==> config.mk <==
export PLATFORM = sky130hd
export DESIGN_NAME = rgb888_pixel_format_packer_core
export DESIGN_NICKNAME = d
export VERILOG_FILES = /design/src/rtl/rgbpk_pkg.sv /design/src/rtl/rgbpk_mask_geom.sv /design/src/rtl/rgbpk_cfg_regs.sv /design/src/rtl/rgbpk_chan_scale.sv /design/src/rtl/rgb888_pixel_format_packer_core.sv
export SDC_FILE = /design/constraint.sdc
export NUM_CORES = 1
export LEC_CHECK = 0
export BUFFER_PORTS_ARGS = -buffer_cell sky130_fd_sc_hd__buf_2
export CAP_MARGIN = 25
export CELL_PAD_IN_SITES_DETAIL_PLACEMENT = 1
export CELL_PAD_IN_SITES_GLOBAL_PLACEMENT = 1
export CORE_MARGIN = 2
export CORE_UTILIZATION = 45
export CTS_CLUSTER_SIZE = 10
export DETAILED_ROUTE_END_ITERATION = 12
export HOLD_SLACK_MARGIN = 0.08
export PLACE_DENSITY = 0.84
export SLEW_MARGIN = 20
export SYNTH_ARGS = -nofsm -noshare
export SYNTH_HDL_FRONTEND = slang
export SYNTH_HIERARCHICAL = 1
export SYNTH_SLANG_ARGS = --single-unit
export TNS_END_PERCENT = 100
==> constraint.sdc <==
create_clock -name clk -period 20.8 [get_ports clk]
set_clock_uncertainty 0.05 [all_clocks]
set_input_delay 3.12 -clock clk [delete_from_list [all_inputs] [get_ports clk]]
set_output_delay 3.12 -clock clk [all_outputs]
set_load 0.02 [all_outputs]
==> src/rtl/rgbpk_pkg.sv <==
// Shared types and constants for the RGB888 pixel format packer.
// No dependencies; imported by every module of the block.
`default_nettype none

package rgbpk_pkg;

	localparam int unsigned RgbW   = 24;
	localparam int unsigned ChanW  = 8;
	localparam int unsigned WordW  = 32;
	localparam int unsigned PosW   = 5;   // bit position 0..31
	localparam int unsigned LenW   = 6;   // run length 0..32
	localparam int unsigned RegIdxW = 2;

	// pixel format codes
	typedef enum logic [1:0] {
		FMT_RGB_RESERVED = 2'd0,
		FMT_BGR_RESERVED = 2'd1,
		FMT_BITMASK      = 2'd2,
		FMT_UNSUPPORTED  = 2'd3
	} pix_fmt_t;

	// configuration register indexes
	typedef enum logic [RegIdxW-1:0] {
		REG_PIXEL_FORMAT = 2'd0,
		REG_RED_MASK     = 2'd1,
		REG_GREEN_MASK   = 2'd2,
		REG_BLUE_MASK    = 2'd3
	} cfg_reg_t;

	// channel mask plus the lowest run of ones: start bit and length
	typedef struct packed {
		logic [WordW-1:0] mask;
		logic [PosW-1:0]  pos;
		logic [LenW-1:0]  len;
	} chan_geom_t;

	localparam pix_fmt_t FmtRst = FMT_BGR_RESERVED;

	localparam chan_geom_t RedGeomRst = '{
		mask: 32'h00FF_0000, pos: 5'd16, len: 6'd8
	};
	localparam chan_geom_t GreenGeomRst = '{
		mask: 32'h0000_FF00, pos: 5'd8, len: 6'd8
	};
	localparam chan_geom_t BlueGeomRst = '{
		mask: 32'h0000_00FF, pos: 5'd0, len: 6'd8
	};

endpackage

`default_nettype wire

==> src/rtl/rgbpk_mask_geom.sv <==
// Finds the lowest run of ones in a channel mask: start bit and length.
// Depends on rgbpk_pkg.
`default_nettype none

module rgbpk_mask_geom (
	input  logic [rgbpk_pkg::WordW-1:0] mask,
	output rgbpk_pkg::chan_geom_t       geom
);
	import rgbpk_pkg::*;

	logic [WordW-1:0] low_bit;
	logic [WordW:0]   sum;
	logic [WordW:0]   end_bit;
	logic [PosW-1:0]  pos;
	logic [LenW-1:0]  end_pos;

	// isolate lowest set bit; adding it carries past the run
	assign low_bit = mask & (~mask + {{(WordW-1){1'b0}}, 1'b1});
	assign sum     = {1'b0, mask} + {1'b0, low_bit};
	assign end_bit = sum & ~{1'b0, mask};

	// one-hot to binary encoders
	always_comb begin
		pos = '0;
		for (int i = 0; i < WordW; i++) begin
			if (low_bit[i]) begin
				pos = pos | PosW'(i);
			end
		end
	end

	always_comb begin
		end_pos = '0;
		for (int i = 0; i <= WordW; i++) begin
			if (end_bit[i]) begin
				end_pos = end_pos | LenW'(i);
			end
		end
	end

	// zero mask gives pos 0 and end 0, so length 0
	assign geom.mask = mask;
	assign geom.pos  = pos;
	assign geom.len  = end_pos - {1'b0, pos};

endmodule

`default_nettype wire

==> src/rtl/rgbpk_cfg_regs.sv <==
// Configuration registers: pixel format and three channel masks with
// their precomputed run geometry. Depends on rgbpk_pkg, rgbpk_mask_geom.
`default_nettype none

module rgbpk_cfg_regs (
	input  logic                          clk,
	input  logic                          arst_n,
	input  logic                          cfg_wr_en,
	input  logic [rgbpk_pkg::RegIdxW-1:0] cfg_wr_index,
	input  logic [rgbpk_pkg::WordW-1:0]   cfg_wr_data,
	output rgbpk_pkg::pix_fmt_t           fmt,
	output rgbpk_pkg::chan_geom_t         red_geom,
	output rgbpk_pkg::chan_geom_t         green_geom,
	output rgbpk_pkg::chan_geom_t         blue_geom
);
	import rgbpk_pkg::*;

	pix_fmt_t   fmt_q;
	chan_geom_t red_q;
	chan_geom_t green_q;
	chan_geom_t blue_q;
	chan_geom_t wr_geom;

	// geometry of the incoming mask, stored alongside it
	rgbpk_mask_geom u_wr_geom (
		.mask (cfg_wr_data),
		.geom (wr_geom)
	);

	always_ff @(posedge clk or negedge arst_n) begin
		if (!arst_n) begin
			fmt_q   <= FmtRst;
			red_q   <= RedGeomRst;
			green_q <= GreenGeomRst;
			blue_q  <= BlueGeomRst;
		end else if (cfg_wr_en) begin
			case (cfg_reg_t'(cfg_wr_index))
				REG_PIXEL_FORMAT: fmt_q   <= pix_fmt_t'(cfg_wr_data[1:0]);
				REG_RED_MASK:     red_q   <= wr_geom;
				REG_GREEN_MASK:   green_q <= wr_geom;
				REG_BLUE_MASK:    blue_q  <= wr_geom;
				default: ;
			endcase
		end
	end

	assign fmt        = fmt_q;
	assign red_geom   = red_q;
	assign green_geom = green_q;
	assign blue_geom  = blue_q;

endmodule

`default_nettype wire

==> src/rtl/rgbpk_chan_scale.sv <==
// Scales one 8-bit channel to its mask run and places it in the word.
// Depends on rgbpk_pkg.
`default_nettype none

module rgbpk_chan_scale (
	input  logic [rgbpk_pkg::ChanW-1:0] value,
	input  rgbpk_pkg::chan_geom_t       geom,
	output logic [rgbpk_pkg::WordW-1:0] field
);
	import rgbpk_pkg::*;

	// len = 8k + r: (2^len - 1)/255 = (0x0101.. with k bytes) << r,
	// remainder 2^r - 1, so value*(2^len-1)/255 splits into
	// (value replicated k times) << r  plus  floor(value*(2^r-1)/255)
	logic [2:0]        k;
	logic [2:0]        r;
	logic [WordW-1:0]  rep;
	logic [WordW-1:0]  whole;
	logic [14:0]       part;
	logic [15:0]       quot;
	logic [WordW-1:0]  scaled;

	assign k = geom.len[5:3];
	assign r = geom.len[2:0];

	// byte replication: no carries since value < 256
	always_comb begin
		rep = '0;
		for (int i = 0; i < WordW / ChanW; i++) begin
			if (3'(i) < k) begin
				rep[i*ChanW +: ChanW] = value;
			end
		end
	end

	assign whole = rep << r;

	// floor(x/255) = (x + 1 + (x >> 8)) >> 8 for x below 255*256
	assign part   = ({7'd0, value} << r) - {7'd0, value};
	assign quot   = {1'b0, part} + 16'd1 + {9'd0, part[14:8]};
	assign scaled = whole + {25'd0, quot[14:8]};

	assign field = (scaled << geom.pos) & geom.mask;

endmodule

`default_nettype wire

==> src/rtl/rgb888_pixel_format_packer_core.sv <==
// RGB888 to framebuffer word packer.
// Pipeline: input register, then result register; both hold while the result register is stalled.
// Throughput: one request per cycle while out_stall is low; channel scaling is a single pass of adds and shifts.
// Reset: format BGR-reserved, masks 0x00FF0000 / 0x0000FF00 / 0x000000FF, pipeline empty.
// Depends on rgbpk_pkg, rgbpk_cfg_regs, rgbpk_chan_scale.
`default_nettype none

module rgb888_pixel_format_packer_core (
	input  logic                          clk,
	input  logic                          arst_n,
	input  logic                          cfg_wr_en,
	input  logic [rgbpk_pkg::RegIdxW-1:0] cfg_wr_index,
	input  logic [rgbpk_pkg::WordW-1:0]   cfg_wr_data,
	input  logic                          in_valid,
	output logic                          in_stall,
	input  logic [rgbpk_pkg::RgbW-1:0]    rgb_color,
	output logic                          out_valid,
	input  logic                          out_stall,
	output logic [rgbpk_pkg::WordW-1:0]   pixel_word,
	output logic                          format_error
);
	import rgbpk_pkg::*;

	pix_fmt_t          fmt;
	chan_geom_t        red_geom;
	chan_geom_t        green_geom;
	chan_geom_t        blue_geom;

	logic              vld_s1;
	logic [RgbW-1:0]   rgb_s1;
	logic              vld_s2;
	logic [WordW-1:0]  pixel_s2;
	logic              err_s2;

	logic              adv_s2;
	logic [ChanW-1:0]  red;
	logic [ChanW-1:0]  green;
	logic [ChanW-1:0]  blue;
	logic [WordW-1:0]  red_field;
	logic [WordW-1:0]  green_field;
	logic [WordW-1:0]  blue_field;
	logic [WordW-1:0]  word_nxt;
	logic              err_nxt;

	rgbpk_cfg_regs u_cfg (
		.clk          (clk),
		.arst_n       (arst_n),
		.cfg_wr_en    (cfg_wr_en),
		.cfg_wr_index (cfg_wr_index),
		.cfg_wr_data  (cfg_wr_data),
		.fmt          (fmt),
		.red_geom     (red_geom),
		.green_geom   (green_geom),
		.blue_geom    (blue_geom)
	);

	// handshake: result register frees when empty or taken
	assign adv_s2   = !vld_s2 || !out_stall;
	assign in_stall = vld_s1 && !adv_s2;

	// input register
	always_ff @(posedge clk or negedge arst_n) begin
		if (!arst_n) begin
			vld_s1 <= 1'b0;
		end else if (!in_stall) begin
			vld_s1 <= in_valid;
		end
	end

	always_ff @(posedge clk) begin
		if (in_valid && !in_stall) begin
			rgb_s1 <= rgb_color;
		end
	end

	assign red   = rgb_s1[23:16];
	assign green = rgb_s1[15:8];
	assign blue  = rgb_s1[7:0];

	// bitmask format: one scaler per channel
	rgbpk_chan_scale u_red (
		.value (red),
		.geom  (red_geom),
		.field (red_field)
	);

	rgbpk_chan_scale u_green (
		.value (green),
		.geom  (green_geom),
		.field (green_field)
	);

	rgbpk_chan_scale u_blue (
		.value (blue),
		.geom  (blue_geom),
		.field (blue_field)
	);

	// format select
	always_comb begin
		word_nxt = '0;
		err_nxt  = 1'b0;
		case (fmt)
			FMT_RGB_RESERVED: word_nxt = {8'd0, blue, green, red};
			FMT_BGR_RESERVED: word_nxt = {8'd0, red, green, blue};
			FMT_BITMASK:      word_nxt = red_field | green_field | blue_field;
			default:          err_nxt  = 1'b1;
		endcase
	end

	// result register
	always_ff @(posedge clk or negedge arst_n) begin
		if (!arst_n) begin
			vld_s2 <= 1'b0;
		end else if (adv_s2) begin
			vld_s2 <= vld_s1;
		end
	end

	always_ff @(posedge clk) begin
		if (adv_s2 && vld_s1) begin
			pixel_s2 <= word_nxt;
			err_s2   <= err_nxt;
		end
	end

	assign out_valid    = vld_s2;
	assign pixel_word   = pixel_s2;
	assign format_error = err_s2;

endmodule

`default_nettype wire
==> summary.txt <==
STA
  – RSZ-0062 raised after global routing: false
  – Crit share post-route: 49.5%
  – Final setup margin: 10500 ps
  – Final number of max-transition violations: 0
  – Setup_tns: 0 ps
  – Final setup fails: 0
  – Slew HR: 26.9%
  – Min Hold Slack: 441 ps
  – Final min period: 10300 ps
  – Final Hold Fails: 0
  – Max Fclk: 97.1 MHz
  – Slew of the pin with the lowest slew margin: 1090 ps

Die
  – Die height: 241 um
  – Cell Rows: 86
  – Initial Util: 45.7%
  – Io pins: 98
  – Core area: 0.0553 mm^2
  – Full die area: 0.0581 mm^2
  – Die Width: 241 um

Placement
  – Area after DPL: 0.0257 mm^2
  – # port buffers: 97
  – Final GP Congestion: 1.01
  – Placement Setup Slack: 11050 ps
  – HPWL Detailed: 83000 um
  – Inst Count DP: 3759

Yosys
  – Post-synth top area cell: dfrtp_1
  – Synth Flop Type: dfrtp_1
  – Syn nets: 3251
  – Synth warn: 6
  – Cells after Synth: 3116
  – Top-area cell type share of the netlist area: 10.2%
  – Top post-synthesis cells by area: dfrtp_1 (10%), mux2_2 (7.7%), edfxtp_1 (6.8%)
  – Cell variety after synth: 118
  – Seq/Total Area, Yosys: 20.1%
  – Post-synth EDFFs: 57
  – Fraction of registers with async set/reset: 70.0%
  – Post-Syn Area: 0.0253 mm^2
  – Mean area per synthesized cell: 8.11 um^2
  – Register bit count reported by yosys: 190

Critical path
  – FF-to-FF Start: u_cfg/green_geom[1]
  – R2r worst-path depth: 34
  – CP bufs+invs: 3
  – Worst-path maximum fanout: 22
  – RR Endpoint: pixel_word[18]
  – CP most frequent cell: ha_1
  – CP Capture Type: flip-flop
  – Worst endpoint data arrival time: 10450 ps
  – CP required: 20950 ps
  – CP top delay family: simple AND/OR/NAND/NOR gates
  – Critical-path top delay cell: nor3_1
  – CP peak stage delay: 760 ps
  – Flop2flop setup slack: 10500 ps
  – Startpoint types: flip-flop
  – Critical path type: flip-flop to flip-flop

Drt
  – Routed vias: 27161
  – DRT Pass-1 Iters: 6
  – DRC: 0
  – ANT nets after route: 0
  – Iter 0 DRT Violations: 3040
  – Avg WL per Cell: 28.9 um
  – Mean number of vias per cell: 7.15
  – Post-Route WL: 110000 um

CTS
  – TritonCTS clock tree: built
  – Worst-case clock buffer depth: 2
  – Inserted Clock Buffers: 17
  – Post-CTS setup buffers: 0
  – Skew-Pair Late Insertion Delay: 480 ps
  – Clock Tree Root: clkbuf_16
  – CTS Sinks: 190
  – Post-CTS resize count: 0
  – Hold_buf cts: 0
  – Clock slew at reported path FFs: 80 ps
  – H-tree depth: 4

Final layout
  – Fin cells: 3800
  – Final instance area: 0.0264 mm^2
  – Area delta synth->final: 4.52%
  – Final Util: 47.8%
  – Highest-count cells in the layout ignoring fill and taps: nand2_1 (253), nor2_1 (237), mux2_2 (173)
  – Final nets: 3172
  – Share of layout cells above drive strength 1: 16.4%
  – Commonest non-fill, non-tap cell in the layout: nand2_1

Min path
  – Hold wc startpoint: vld_s1
  – Hold Path Depth: 1
  – Hold Path Class: flip-flop to flip-flop
  – Hold path endpoint: out_valid

GRT
  – GRT Util Overall: 37.2%
  – Largest net degree at the start of global routing: 75
  – Antenna violations before repair: 10
  – Vias in the first global route: 26899
  – Global-route wire length before repair: 167000 um
  – Gr ovfl total: 0

Status
  – Status: finished clean

Pwr
  – Power Dens Cells: 155 mW/mm^2
  – Power Total: 4.10 mW
  – Maximum vdd drop: 0.122 mV
  – Leak: 10.2 nW

Job
  – Maxcap violations: 0
[worst max-delay path by stage]
stage                                   start        endpoint  slack (ps)  cells past startpoint
after CTS                 u_cfg/green_geom[1]  pixel_word[18]       10990                     34
final                     u_cfg/green_geom[1]  pixel_word[18]       10500                     34
after global placement    u_cfg/green_geom[1]  pixel_word[23]       11400                     32
after floorplan             u_cfg/red_geom[2]  pixel_word[28]       12160                     40
after detailed placement  u_cfg/green_geom[1]  pixel_word[23]       11050                     34
after global routing        u_cfg/red_geom[0]  pixel_word[18]        9890                     36
[worst register-to-register path, delay by kind of cell (launching register included)]
| kind | cells | cell delay (ps) |
|---|---|---|
| AND/OR/NAND/NOR | 12 | 4100 |
| AO/OA/AOI/OAI | 11 | 2050 |
| adder cells (fa/ha/maj) | 4 | 1210 |
| multiplexers | 2 | 880 |
| buffers and inverters | 3 | 610 |
| flip-flops | 1 | 610 |
| XOR/XNOR | 2 | 510 |
[sequential cells by signal, indices dropped and copies added (netlist names)]
register and flops:
u_cfg/blue_geom 43, u_cfg/green_geom 43, u_cfg/red_geom 43, pixel_word 32
rgb_s1 24, u_cfg/fmt 2, format_error 1, out_valid 1
vld_s1 1
[power by group]
part | switching, mW | internal, mW | total (mW)
logic | 2.09 | 1.10 | 3.19
clock network | 0.182 | 0.167 | 0.349
registers | 0.0901 | 0.469 | 0.559
total | 2.36 | 1.74 | 4.10
[cells in the mapped netlist, types with 44 or more instances]
| cell type | number |
|---|---|
| a21oi_1 | 118 |
| mux2_2 | 173 |
| ha_1 | 65 |
| nand2_1 | 253 |
| nor3_1 | 139 |
| xnor2_1 | 81 |
| clkbuf_1 | 119 |
| a211oi_1 | 47 |
| nor2_1 | 237 |
| o21ai_0 | 150 |
| o211ai_1 | 58 |
| dfrtp_1 | 103 |
| nor4_1 | 52 |
| inv_1 | 117 |
| o22ai_1 | 60 |
| edfxtp_1 | 57 |
| nand3_1 | 106 |
| buf_4 | 44 |
| and3_1 | 60 |
| mux2i_1 | 113 |
[final cells by class]
class | count | area [um^2]
clock buffers | 17 | 425
repair buffers | 138 | 840
diodes | 2 | 5.00
clock inverters | 15 | 199
flip-flops and latches | 190 | 5080
well taps | 748 | 936
multi-input cells | 2564 | 18500
fillers | 6729 | 28900
inverters | 126 | 473
[per-layer routing]
layer | up-vias | part of all wire, % | GRT usage (%)
li1 | 11752 | - | -
met1 | 13590 | 41 | 48.4
met2 | 1491 | 45 | 58.4
met3 | 320 | 9.0 | 7.85
met4 | 8 | 5.4 | 18.1
met5 | - | 0.049 | 0
[cell families (layout without fill, tap and decap cells)]
| group | count (synthesis) | count (layout) | share of synthesized area (%) |
|---|---|---|---|
| compound gates | 882 | 882 | 25.2 |
| xor+xnor | 119 | 119 | 4.15 |
| fa+ha+maj | 72 | 72 | 3.77 |
| buf+inv | 362 | 296 | 6.95 |
| flops | 190 | 190 | 20.1 |
| mux | 324 | 324 | 15.4 |
| other cells | 0 | 2 | 0 |
| simple gates | 1167 | 1167 | 24.4 |
Note: power is estimated with default switching activity, not from simulation.
